**config.mk**
```make
export PLATFORM = sky130hd
export DESIGN_NAME = sstq_cell
export DESIGN_NICKNAME = d
export VERILOG_FILES = /design/src/hw/rtl/sstq_pkg.sv /design/src/hw/rtl/sstq_cell.sv
export SDC_FILE = /design/constraint.sdc
export NUM_CORES = 1
export LEC_CHECK = 0
export ABC_AREA = 1
export BUFFER_PORTS_ARGS = -buffer_cell sky130_fd_sc_hd__buf_2
export CORE_UTILIZATION = 48
export CTS_CLUSTER_SIZE = 10
export DETAILED_ROUTE_END_ITERATION = 7
export PLACE_DENSITY = 0.87
export SYNTH_ARGS = -nofsm -noshare
export SYNTH_HDL_FRONTEND = slang
export SYNTH_SLANG_ARGS = --single-unit
```
**constraint.sdc**
```tcl
create_clock -name clk -period 8.6 [get_ports clk]
set_input_delay 0 -clock clk [delete_from_list [all_inputs] [get_ports clk]]
set_output_delay 0 -clock clk [all_outputs]
set_load 0.01 [all_outputs]
```
**src/hw/rtl/sstq_pkg.sv**
```systemverilog
// Shared types and constants for the sorted sleep timer queue.
`default_nettype none

package sstq_pkg;

	localparam int WAKE_W       = 32;
	localparam int ID_W         = 6;
	localparam int PERIOD_W     = 10;
	localparam int DEFAULT_DEPTH = 64;

	localparam logic [PERIOD_W-1:0] PERIOD_RESET = PERIOD_W'(10);

	typedef enum logic [1:0] {
		ST_IDLE,
		ST_DIV,
		ST_INS,
		ST_TICK
	} state_t;

	localparam logic MODE_SLEEP = 1'b0;
	localparam logic MODE_TICK  = 1'b1;

	typedef struct packed {
		logic [WAKE_W-1:0] wake;
		logic [ID_W-1:0]   id;
	} entry_t;

	typedef struct packed {
		logic insert;
		logic pop;
	} cell_ctrl_t;

endpackage

`default_nettype wire

```
**src/hw/rtl/sstq_cell.sv**
```systemverilog
// One slot of the sorted queue: holds an entry, shifts right on insert, left on pop.
`default_nettype none

module sstq_cell #(
	parameter int IDX   = 0,
	parameter int DEPTH = sstq_pkg::DEFAULT_DEPTH
) (
	input  wire logic                            clk,
	input  wire sstq_pkg::cell_ctrl_t            ctrl,
	input  wire logic [$clog2(DEPTH+1)-1:0]      count,
	input  wire sstq_pkg::entry_t                new_entry,
	input  wire sstq_pkg::entry_t                left_entry,
	input  wire logic                            left_gt,
	input  wire sstq_pkg::entry_t                right_entry,
	output sstq_pkg::entry_t                     entry,
	output logic                                 gt
);

	localparam int CNT_W = $clog2(DEPTH+1);
	localparam logic [CNT_W-1:0] IDX_C = CNT_W'(IDX);

	sstq_pkg::entry_t entry_q;
	logic             occupied;
	logic             at_tail;
	logic             take_new;

	assign occupied = count > IDX_C;
	assign at_tail  = count == IDX_C;
	// strictly later entries move aside, so equal wake ticks keep arrival order
	assign gt       = occupied && (entry_q.wake > new_entry.wake);
	assign take_new = !left_gt && (gt || at_tail);

	always_ff @(posedge clk) begin
		if (ctrl.pop) begin
			entry_q <= right_entry;
		end else if (ctrl.insert) begin
			if (left_gt) begin
				entry_q <= left_entry;
			end else if (take_new) begin
				entry_q <= new_entry;
			end
		end
	end

	assign entry = entry_q;

endmodule

`default_nettype wire

```
# Yosys cells after proc, flatten, opt, wreduce, memory -nomap -nowiden
# Cells that the tools add are included.
# totals
elab_cells	16
out_inout_bits	39
reg_bits	38
inputBits	125
# op_classes
magnitude_cmp	2
reduce_logical	8
muxes	4
# ops
op	n
two-way mux 38 bit	4
greater-than comparator 32 bit	1
greater-than comparator 7 x 1 -> 1 bit (second input constant)	1
zero test 7 bit	1
nonzero test 3 bit	1
logical AND 1 bit	2
AND reduction 2 bit	1
nonzero test 2 bit	1
zero test 1 bit	1
logical OR 1 bit	1

# Depth between registers and ports, before layout
# depth
ltp_word	8
depth_mapped	15
ltp_nobuf	15

# Worst setup path before layout
# No wires, ideal clock.
# synth_timing
kind	register to register
from	register entry_q, in the netlist entry[37]
to	register entry_q, in the netlist entry[0] (enable)
n_path_buf	0
period_less_slack_ns	3.578
t_arrival_ns	3.132
setup_time_ns	0.446
path_stages_with_launch	10
path_slack_ns	5.022
required_ns	8.154
path_cell_list	edfxtp_1 > ha_1 > nand2_1 > nor2_2 > nand2_2 > nor2_2 > nand2_1 > nand2_1 > nand2_1 > a21oi_1
# synth_between
elab_chain_cells	6
# synth_rtl
element	line_no	source
from (decl)	sstq_cell.sv:22	sstq_pkg::entry_t entry_q;
from (signal assigned)	sstq_cell.sv:35	entry_q <= right_entry;
from (signal assigned)	sstq_cell.sv:38	entry_q <= left_entry;
from (signal assigned)	sstq_cell.sv:40	entry_q <= new_entry;
greater-than comparator 32 bit	sstq_cell.sv:30	assign gt = occupied && (entry_q.wake > new_entry.wake);
logical AND 1 bit	sstq_cell.sv:30	
logical OR 1 bit	sstq_cell.sv:31	assign take_new = !left_gt && (gt || at_tail);
logical AND 1 bit	sstq_cell.sv:31	
nonzero test 3 bit (no source line)	--	
AND reduction 2 bit (no source line)	--	
# No other way between the ends.
# A chain may end at the register's enable or synchronous reset.

# Final worst setup path
# layout_timing
from	register entry_q, in the netlist entry[21]
to	register entry_q, in the netlist entry[22] (enable)
# The elaborated chain is that of the path after synthesis.

==> results by group <==
Run status
  • Outcome: finished clean

Routing
  • Drt via density: between 5 and 6
  • DR iter-0 viols: between 100 and 150
  • First-pass DRT Iterations: 4
  • Routed Wire Length: between 8 and 9 mm
  • DR vias: around 3.0k
  • Final ANT Viol Nets: 0
  • Wire per inst: between 10 and 15 microns
  • DRC: 0

Clock tree
  • CTS H-tree depth: 2
  • Sink Count: 38
  • Clock transition at path regs: roughly 0.07 ns
  • CTS resizes: 0
  • Clock Latency Late Sink: just under 0.3 ns
  • Num CTS Buffers: 5
  • Clock tree buffer depth: 2
  • CTS root buf: clkbuf_8
  • CTS tree: yes

STA
  • Slew at the pin closest to its max-slew limit: between 1 and 1.5 ns
  • Hold Vio Cnt, Final: 0
  • Final period util: 0.295
  • FMAX: 394 MHz
  • Final Max Slew Viols: 0
  • Crit path time final: roughly 2.5 ns
  • Final setup fails: 0
  • Worst Skew: 0.00801 ns
  • Worst setup margin: between 6 and 7 ns
  • RSZ-0062 raised after global routing: no
  • Setup TNS: 0 ns
  • Worst relative slew slack: 0.295
  • WHS: between 0.003 and 0.004 ns

Power and ir drop
  • Logic pwr share: 0.309
  • Int Pwr: 0.396 mW
  • Tot Pwr: between 0.5 and 0.6 mW
  • Peak supply drop: 90.0 uV
  • Clock network fraction of total power: 0.265
  • PD cells: approximately 140 nW/um^2
  • Lkg Pwr: between 2 and 2.5 nW
  • Switch Pwr: between 0.15 and 0.2 mW
  • Switching share of power: 0.299
  • Reg power frac: 0.426

Synth
  • Share of flip-flops with an asynchronous set or reset: 0
  • Synthesized area per cell: ~8.6 sq um
  • Synth Warn #: 0
  • Mapped Cells: 331
  • Number of flops mapped to enable cells by yosys: 38
  • Post-Syn Area: about 2800 sq um
  • Post-Syn Nets: 488
  • Yosys cell types: 24
  • Sequential fraction of the synthesis area: 0.401
  • Ys flop type: edfxtp_1
  • Yosys reg bits: 38

GRT
  • First-pass GRT wire length: roughly 13 mm
  • All-layer global routing usage: 0.267
  • GR Layer Usage met1: 0.279
  • Vias in the first global route: 2977
  • GR met2 Demand/Resource: 0.533
  • Antenna violations before repair: 0
  • Largest net degree at the start of global routing: 70
  • Busiest grt layer: met2
  • M3 GR Usage: 0.0552
  • Grt total ovfl: 0

Setup path
  • CP Max Fanout: 25
  • CP cell instances: ha_1, nand2_1, nor2_2, nand2_1, inv_1, nand2_1, nand2_1, nand2_1, nand2_1, nand2_1, a21oi_4, buf_4
  • FF-to-FF setup slack: 6.06 ns
  • Worst Path Arrival: approximately 2.5 ns
  • Reg2Reg Depth: 12
  • Endpoint class of the critical path: register
  • Slowest Stage Delay on Critical Path: 0.43 ns
  • Crit path max-delay family: simple AND/OR/NAND/NOR gates
  • Crit path kind: register to register
  • R2R Path End: entry[22]
  • CP bufs+invs: 2
  • Most frequent CP cell: nand2_1
  • FF-to-FF Start: entry[21]
  • Critical Path Start Type: register
  • CP required: roughly 8.6 ns
  • Slowest cell on crit path: buf_4

Worst hold path
  • Worst Hold Launch: right_entry[33]
  • WHS Endpoint: entry[33]
  • Worst hold path type: primary input to register
  • Hold path cells: 2

Layout
  • Area Overhead vs Synth: 41.5%
  • Max reg flops: 38
  • Ant. Diodes: 0
  • Layout Nets: between 600 and 700
  • Commonest non-fill, non-tap cell in the layout: buf_2
  • Commonest non-fill, non-tap cells in the layout: buf_2, nand2_1, inv_1
  • Layout cells sized above 1: 0.363
  • Fin area: around 4000 sq um

Floorplanning
  • Initial Util: 0.508
  • Chip width: 79.0 microns
  • Die area: between 6000 and 7000 sq um
  • CORE AREA: approximately 5600 sq um
  • Die Ht: 79.0 microns
  • # rows: 27
  • I/O pins: 164

Placed design
  • Final HPWL DP: ~5.8 mm
  • Place WS: around 6.0 ns
  • DP Area: between 3000 and 4000 sq um
  • GP Congestion: 0.781
  • Buffers on Ports: 163

Flow run
  • Max-cap violation count: 0
-- synth_stat cells, types with 2 or more instances --
master,instances,share of area
a21oi_1,32,0.056
inv_1,39,0.051
ha_1,32,0.14
nand2_1,76,0.10
nor2_2,4,0.0088
clkbuf_1,5,0.0066
inv_2,3,0.0040
o211ai_1,29,0.076
nand3_1,2,0.0035
buf_2,9,0.016
nor2_1,20,0.026
o21a_1,30,0.079
nand2_2,2,0.0044
edfxtp_1,38,0.40
-- power by group through the flow --
stage               Combinational (mW)  Sequential (mW)  Clock, mW
global route                     0.196            0.243      0.160
floorplan                       0.0850            0.255          0
detailed placement               0.166            0.245          0
global placement                 0.159            0.243          0
CTS                              0.174            0.241      0.153
finish                           0.174            0.241      0.150
-- metal layers --
metal	routed length [microns]	share of wire
met1	3110	0.38
met2	4410	0.55
met3	478	0.059
met4	79	0.0098
met5	0	0
-- worst max path at each step --
stage | from | end | slack [ns] | cells after the start
CTS | entry[21] | entry[22] | 6.02 | 12
detailed placement | entry[21] | entry[18] | 6.04 | 12
finish | entry[21] | entry[22] | 6.06 | 12
global placement | entry[21] | entry[13] | 6.13 | 12
global route | entry[9] | entry[25] | 5.86 | 14
floorplan | entry[37] | entry[0] | 5.02 | 9
-- cell families (layout without fill, tap and decap cells) --
| group | Yosys count | in the layout | synth area share |
|---|---|---|---|
| buf+inv | 58 | 237 | 0.0830 |
| flops | 38 | 38 | 0.401 |
| simple gates | 109 | 109 | 0.158 |
| compound gates | 94 | 94 | 0.218 |
| fa+ha+maj | 32 | 32 | 0.141 |
-- layout make-up --
class | instances | area [sq um]
clock inverters | 3 | 40.0
flip-flops and latches | 38 | 1140
well taps | 72 | 90.1
repair buffers | 187 | 1050
multi-input cells | 235 | 1480
inverters | 42 | 158
clock buffers | 5 | 68.8
fillers | 445 | 1580
-- what timing repair did --
item / in CTS / in global routing
setup buffers: 0 / 0
setup endpoints to repair: 0 / 0
hold endpoints to repair: 22 / 0
hold buffers: 22 / 0
-- stage by stage --
stage           util  cells
3_5_place_dp   0.660    552
4_1_cts        0.719    582
6_report       0.719    582
3_3_place_gp   0.660    552
5_1_grt        0.719    582
2_1_floorplan      -    331
Power figures use the tool's default switching activity.
