**config.mk**
```make
export PLATFORM = sky130hd
export DESIGN_NAME = sstq_div
export DESIGN_NICKNAME = d
export VERILOG_FILES = /design/src/hw/rtl/sstq_pkg.sv /design/src/hw/rtl/sstq_div.sv
export SDC_FILE = /design/constraint.sdc
export NUM_CORES = 1
export LEC_CHECK = 0
export ABC_AREA = 1
export BUFFER_PORTS_ARGS = -buffer_cell sky130_fd_sc_hd__buf_2
export CORE_MARGIN = 2
export CORE_UTILIZATION = 48
export CTS_CLUSTER_SIZE = 24
export DETAILED_ROUTE_END_ITERATION = 7
export PLACE_DENSITY_LB_ADDON = 0.12
export SKIP_LAST_GASP = 1
export SYNTH_ARGS = -nofsm -noshare
export SYNTH_HDL_FRONTEND = slang
export SYNTH_SLANG_ARGS = --single-unit
export TNS_END_PERCENT = 20
```
**constraint.sdc**
```tcl
create_clock -name clk -period 1.8 [get_ports clk]
set_clock_uncertainty 0.2 [all_clocks]
set_input_delay 0.09 -clock clk [delete_from_list [all_inputs] [get_ports clk]]
set_output_delay 0.09 -clock clk [all_outputs]
set_load 0.1 [all_outputs]
```
**src/hw/rtl/sstq_pkg.sv**
```systemverilog
// Shared types and constants for the sorted sleep timer queue.
`default_nettype none

package sstq_pkg;

	localparam int WAKE_W       = 32;
	localparam int ID_W         = 6;
	localparam int PERIOD_W     = 10;
	localparam int DEFAULT_DEPTH = 64;

	localparam logic [PERIOD_W-1:0] PERIOD_RESET = PERIOD_W'(10);

	typedef enum logic [1:0] {
		ST_IDLE,
		ST_DIV,
		ST_INS,
		ST_TICK
	} state_t;

	localparam logic MODE_SLEEP = 1'b0;
	localparam logic MODE_TICK  = 1'b1;

	typedef struct packed {
		logic [WAKE_W-1:0] wake;
		logic [ID_W-1:0]   id;
	} entry_t;

	typedef struct packed {
		logic insert;
		logic pop;
	} cell_ctrl_t;

endpackage

`default_nettype wire

```
**src/hw/rtl/sstq_div.sv**
```systemverilog
// Iterative restoring divider: one quotient bit per cycle.
`default_nettype none

module sstq_div (
	input  wire logic                         clk,
	input  wire logic                         arst_n,
	input  wire logic                         start,
	input  wire logic [sstq_pkg::WAKE_W-1:0]   dividend,
	input  wire logic [sstq_pkg::PERIOD_W-1:0] divisor,
	output logic                              done,
	output logic [sstq_pkg::WAKE_W-1:0]        quotient
);

	localparam int CNT_W = $clog2(sstq_pkg::WAKE_W);
	localparam logic [CNT_W-1:0] LAST_STEP = CNT_W'(sstq_pkg::WAKE_W - 1);

	logic                            busy_q;
	logic                            done_q;
	logic [CNT_W-1:0]                cnt_q;
	logic [sstq_pkg::WAKE_W-1:0]     quo_q;
	logic [sstq_pkg::PERIOD_W-1:0]   rem_q;
	logic [sstq_pkg::PERIOD_W-1:0]   div_q;
	logic [sstq_pkg::PERIOD_W:0]     trial;
	logic [sstq_pkg::PERIOD_W:0]     diff;
	logic                            ge;

	assign trial = {rem_q, quo_q[sstq_pkg::WAKE_W-1]};
	assign ge    = trial >= {1'b0, div_q};
	assign diff  = trial - {1'b0, div_q};

	always_ff @(posedge clk or negedge arst_n) begin
		if (!arst_n) begin
			busy_q <= 1'b0;
			done_q <= 1'b0;
			cnt_q  <= '0;
		end else begin
			done_q <= busy_q && (cnt_q == LAST_STEP);
			if (start) begin
				busy_q <= 1'b1;
				cnt_q  <= '0;
			end else if (busy_q) begin
				cnt_q <= cnt_q + 1'b1;
				if (cnt_q == LAST_STEP) begin
					busy_q <= 1'b0;
				end
			end
		end
	end

	always_ff @(posedge clk) begin
		if (start) begin
			quo_q <= dividend;
			rem_q <= '0;
			div_q <= divisor;
		end else if (busy_q) begin
			// shift the next dividend bit in, keep the remainder below the divisor
			rem_q <= ge ? diff[sstq_pkg::PERIOD_W-1:0] : trial[sstq_pkg::PERIOD_W-1:0];
			quo_q <= {quo_q[sstq_pkg::WAKE_W-2:0], ge};
		end
	end

	assign done     = done_q;
	assign quotient = quo_q;

endmodule

`default_nettype wire

```
# After elaboration in Yosys (flattened, before gate mapping)
# Cells that the tools add are included.
[classes] n_addsub=2 order_cmp=1 n_eq_ne=1 mux=8 reduce_logical=2
[ops] cell="32-bit two-way mux" count=2
[ops] cell="11-bit by 10-bit greater-or-equal comparator with 1-bit output" count=1
[ops] cell="10-bit two-way mux" count=1
[ops] cell="5-bit two-way mux" count=2
[ops] cell="10-bit subtractor" count=1
[ops] cell="5-bit by 1-bit adder with 5-bit output (second input constant)" count=1
[ops] cell="5-bit == test (second input constant)" count=1
[ops] cell="1-bit two-way mux" count=3
[ops] cell="2-bit nonzero test" count=1
[ops] cell="1-bit logical AND" count=1
[word_totals] reg_bits=59 input_bits=45 out_inout_bits=33 elab_cells=20

# Logic depth before layout (Yosys ltp)
[depth] depth_word=4 depth_mapped=14 depth_no_buf=14

# Worst setup path before layout
# OpenSTA, ideal clock, no wires.
[synth_path] path_type="register to register" from="reg quo_q (netlist bit quotient[31])" to="reg rem_q[0] (netlist bit)" setup_ns=0.160 arrival_ns=2.078 t_required_ns=1.440 slack_ns=-0.637 stages_incl_launch_ff=12 n_path_buf=1 period_less_slack_ns=2.437 cell_sequence="edfxtp_1 -> inv_1 -> ha_1 -> nand2_1 -> nor2_1 -> nand2_1 -> nor2_1 -> nor2_2 -> buf_6 -> nand3_1 -> nand3_1 -> o21ai_0"
[synth_via] elab_chain_len=2 elab_cells_between_ends=3 classes_between="add/sub: 1; order compare: 1; mux: 1"
[synth_lines] item="from (decl)" line_no="sstq_div.sv:20" rtl="logic [sstq_pkg::WAKE_W-1:0] quo_q;"
[synth_lines] item="from (signal assigned)" line_no="sstq_div.sv:52" rtl="quo_q <= dividend;"
[synth_lines] item="from (signal assigned)" line_no="sstq_div.sv:58" rtl="quo_q <= {quo_q[sstq_pkg::WAKE_W-2:0], ge};"
[synth_lines] item="10-bit subtractor or 11-bit by 10-bit greater-or-equal comparator with 1-bit output (tied branches)" line_no="sstq_div.sv:29, sstq_div.sv:28"
[synth_lines] item="10-bit two-way mux (*)" line_no="sstq_div.sv:57" rtl="rem_q <= ge ? diff[sstq_pkg::PERIOD_W-1:0] : trial[sstq_pkg::PERIOD_W-1:0];"
[synth_lines] item="to (signal assigned)" line_no="sstq_div.sv:57"
[synth_lines] item="to (decl)" line_no="sstq_div.sv:21" rtl="logic [sstq_pkg::PERIOD_W-1:0] rem_q;"
# Every way passes the cells marked *; elsewhere a longest branch is shown, timed or not.
# A chain may end at the register's enable or synchronous reset.

# Final worst setup path
[layout_path] from="reg quo_q (netlist bit quotient[31])" to="reg rem_q[8] (netlist bit)"
# Same word-level chain as after synthesis.

==> results.md <==
- Critical path peak fanout: 3
- Nets@finish: 581
- Startpoint types: flop
- Overall power after layout: 0.00604 W
- TritonCTS Buffers: 9
- Pre-Repair DR Iteration Count: 4
- Detailed-route vias per instance: 4.86
- Initial antenna violation count: 0
- Cells after Synth: 359
- Worst EP required: 1.83 ns
- Clock transition at path regs: 0.07 ns
- Largest net degree at the start of global routing: 35
- Crit path capture type: flop
- Worst endpoint data arrival time: 1.98 ns
- Max-Cap Viols: 0
- Crit Path Category: flop to flop
- GRT overflow: 0
- Hold WC Path Type: input pin to flop
- Area Overhead vs Synth: 52.4%
- Yosys top cell area share: 41.7%
- CTS tree: done
- Yosys reg bits: 59
- GR Util met1: 29.3%
- IO Pins: 78
- Slew Limit Fails: 0
- Row cnt: 28
- Die area: 6950 um2
- GRT Total Usage: 23.9%
- Hold_ws: 0.267 ns
- Pwr dens: 1310 nW/um2
- Fraction of layout cells with a size suffix above 1: 32.6%
- Root Buffer: clkbuf_8
- Drt total wl: 8080 um
- Setup TNS Final: -0.708 ns
- DIE WIDTH: 83.4 um
- Final Hold Viols: 0
- Initial Utilization: 50.5%
- Met3 Usage GRT: 5.77%
- DR vias: 2931
- Fill count: 433
- Most numerous cell in the Yosys netlist: nand2_1
- Input/output buffers: 77
- Core Footprint: 5990 um2
- Slew Limit Headroom: 66.9%
- Async SR Flop Fraction: 11.9%
- Avg Cell Area, Syn: 8.42 um2
- Gr busiest metal: met2
- Part of the cycle the worst path needs: 108%
- F_max: 0.512 GHz
- Vias in the first global route: 2996
- Cell area after synthesis: 3020 um2
- Most used DFF post-synth: edfxtp_1
- DRC violations left: 0
- Fin worst setup slack: -0.151 ns
- Top cells by area, synth: edfxtp_1 (42%), nand2_1 (20%), dfxtp_1 (6.6%)
- Status: finished with violations
- Post-route cell area: 4610 um2
- Area leader, netlist: edfxtp_1
- DRT antenna net count: 0
- Routed len/inst: 13.4 um
- Cell Area, Placed: 3750 um2
- Max clock buf depth: 2
- Post-synth top cells: nand2_1 (160), inv_1 (44), edfxtp_1 (42)
- Routability congestion estimate: 0.871
- Synthesis Warnings: 0
- H-tree depth: 3
- P_leak: 2.32 nW
- Util after Layout: 76.9%
- Die Span Y: 83.4 um
- Maximum vdd drop: 0.678 mV
- Sequential fraction of the synthesis area: 54.1%
- Final setup vio count: 11
- Worst-Skew Late Latency: 0.33 ns
- Post-DP HPWL: 5100 um
- First-pass GRT wire length: 13400 um
- Failing checks: negative setup slack
- Netlist cell types: 26
- Post-Syn Nets: 417
- Iter 0 DRT Violations: 150
- CTS sink cnt: 59
- Post-synth EDFFs: 42
- Met2 GRT Util: 40.0%
- ANT cells: 0
- RSZ-0062 raised after global routing: true
- Slew @ Worst Pin: 0.500 ns
- Final min period: 1.95 ns
[cells in the final DEF (no fill, tap or decap), types with 4 or more instances in the layout]
cell | netlist | routed
a21oi_2 | 1 | 4
buf_2 | 2 | 77
buf_4 | 0 | 38
clkbuf_8 | 0 | 9
dfrtp_1 | 7 | 7
dfxtp_1 | 10 | 10
dlygate4sd3_1 | 0 | 45
edfxtp_1 | 42 | 42
ha_4 | 0 | 9
inv_1 | 44 | 37
inv_2 | 0 | 6
nand2_1 | 160 | 153
nand2_2 | 5 | 9
nand3_1 | 21 | 18
nand3b_1 | 6 | 6
nor2_1 | 11 | 9
nor3_1 | 6 | 5
o21ai_1 | 1 | 5
[flip-flops by register name (all words and copies together) (netlist names)]
register / cells
busy_q: 1
cnt_q: 5
div_q: 10
done: 1
quotient: 32
rem_q: 10
[worst paths after layout]
path,startpoint,to,slack (ns),cells after the start
max,quotient[31],rem_q[8],-0.15,14
min,divisor[9],div_q[9],0.27,2
max reg2reg,quotient[31],rem_q[8],-0.15,14
min reg2reg,rem_q[9],rem_q[9],0.31,2
max in group asynchronous,arst_n,cnt_q[2],0.64,3
min in group asynchronous,arst_n,busy_q,0.51,3
[per-layer routing]
metal	vias to the layer above	share of wire, %
li1	1468	-
met1	1341	43
met2	98	49
met3	24	5.7
met4	0	2.5
met5	-	0
[where the power goes]
part | internal, W | switching, W | total (W) | leakage (nW)
combinational | 0.00125 | 0.00178 | 0.00303 | 1.61
sequential | 0.00168 | 0.000177 | 0.00185 | 0.622
clock | 0.000627 | 0.000525 | 0.00115 | 0.0935
[worst max-delay path: stages (launching register included)]
cell      delay [ns]
edfxtp_1        0.40
inv_2           0.09
ha_4            0.13
inv_4           0.03
fa_2            0.34
nand3_2         0.09
nand2_4         0.07
nand2_2         0.08
nand2_1         0.07
nand2_1         0.10
nand2_1         0.06
inv_1           0.05
nand2_1         0.05
nand3_1         0.06
nand2_1         0.05
[per-stage QoR]
stage | std cells | setup WS, ns
CTS | 602 | -0.0824
global route | 603 | -0.244
floorplan | 359 | -0.553
detailed placement | 537 | -0.182
global placement | 537 | -0.193
finish | 603 | -0.151
[layout make-up]
cell class	instances	area, um2	area share (%)
Sequential cell	59	1640	35.5
Clock inverter	6	56.3	1.22
Timing Repair Buffer	163	1150	25.1
Multi-Input combinational cell	245	1370	29.7
Clock buffer	10	128	2.77
Inverter	45	171	3.72
Tap cell	75	93.8	2.04
[cell families after synthesis]
logic type      count (synthesis)  share of synthesized area, %
fa+ha+maj                      13                          5.63
xor+xnor                        3                         0.869
buf+inv                        55                          7.41
flops                          59                          54.1
compound gates                 17                          3.14
simple gates                  212                          28.8
[what timing repair did]
item / 4_1_cts / 5_1_grt
endpoints found under the setup margin: 11 / 11
pin swaps: 3 / 3
resized for setup: 19 / 17
hold buffers: 45 / 0
hold endpoints to repair: 58 / 0
setup buffers: 4 / 1
(Power assumes the default switching activity.)
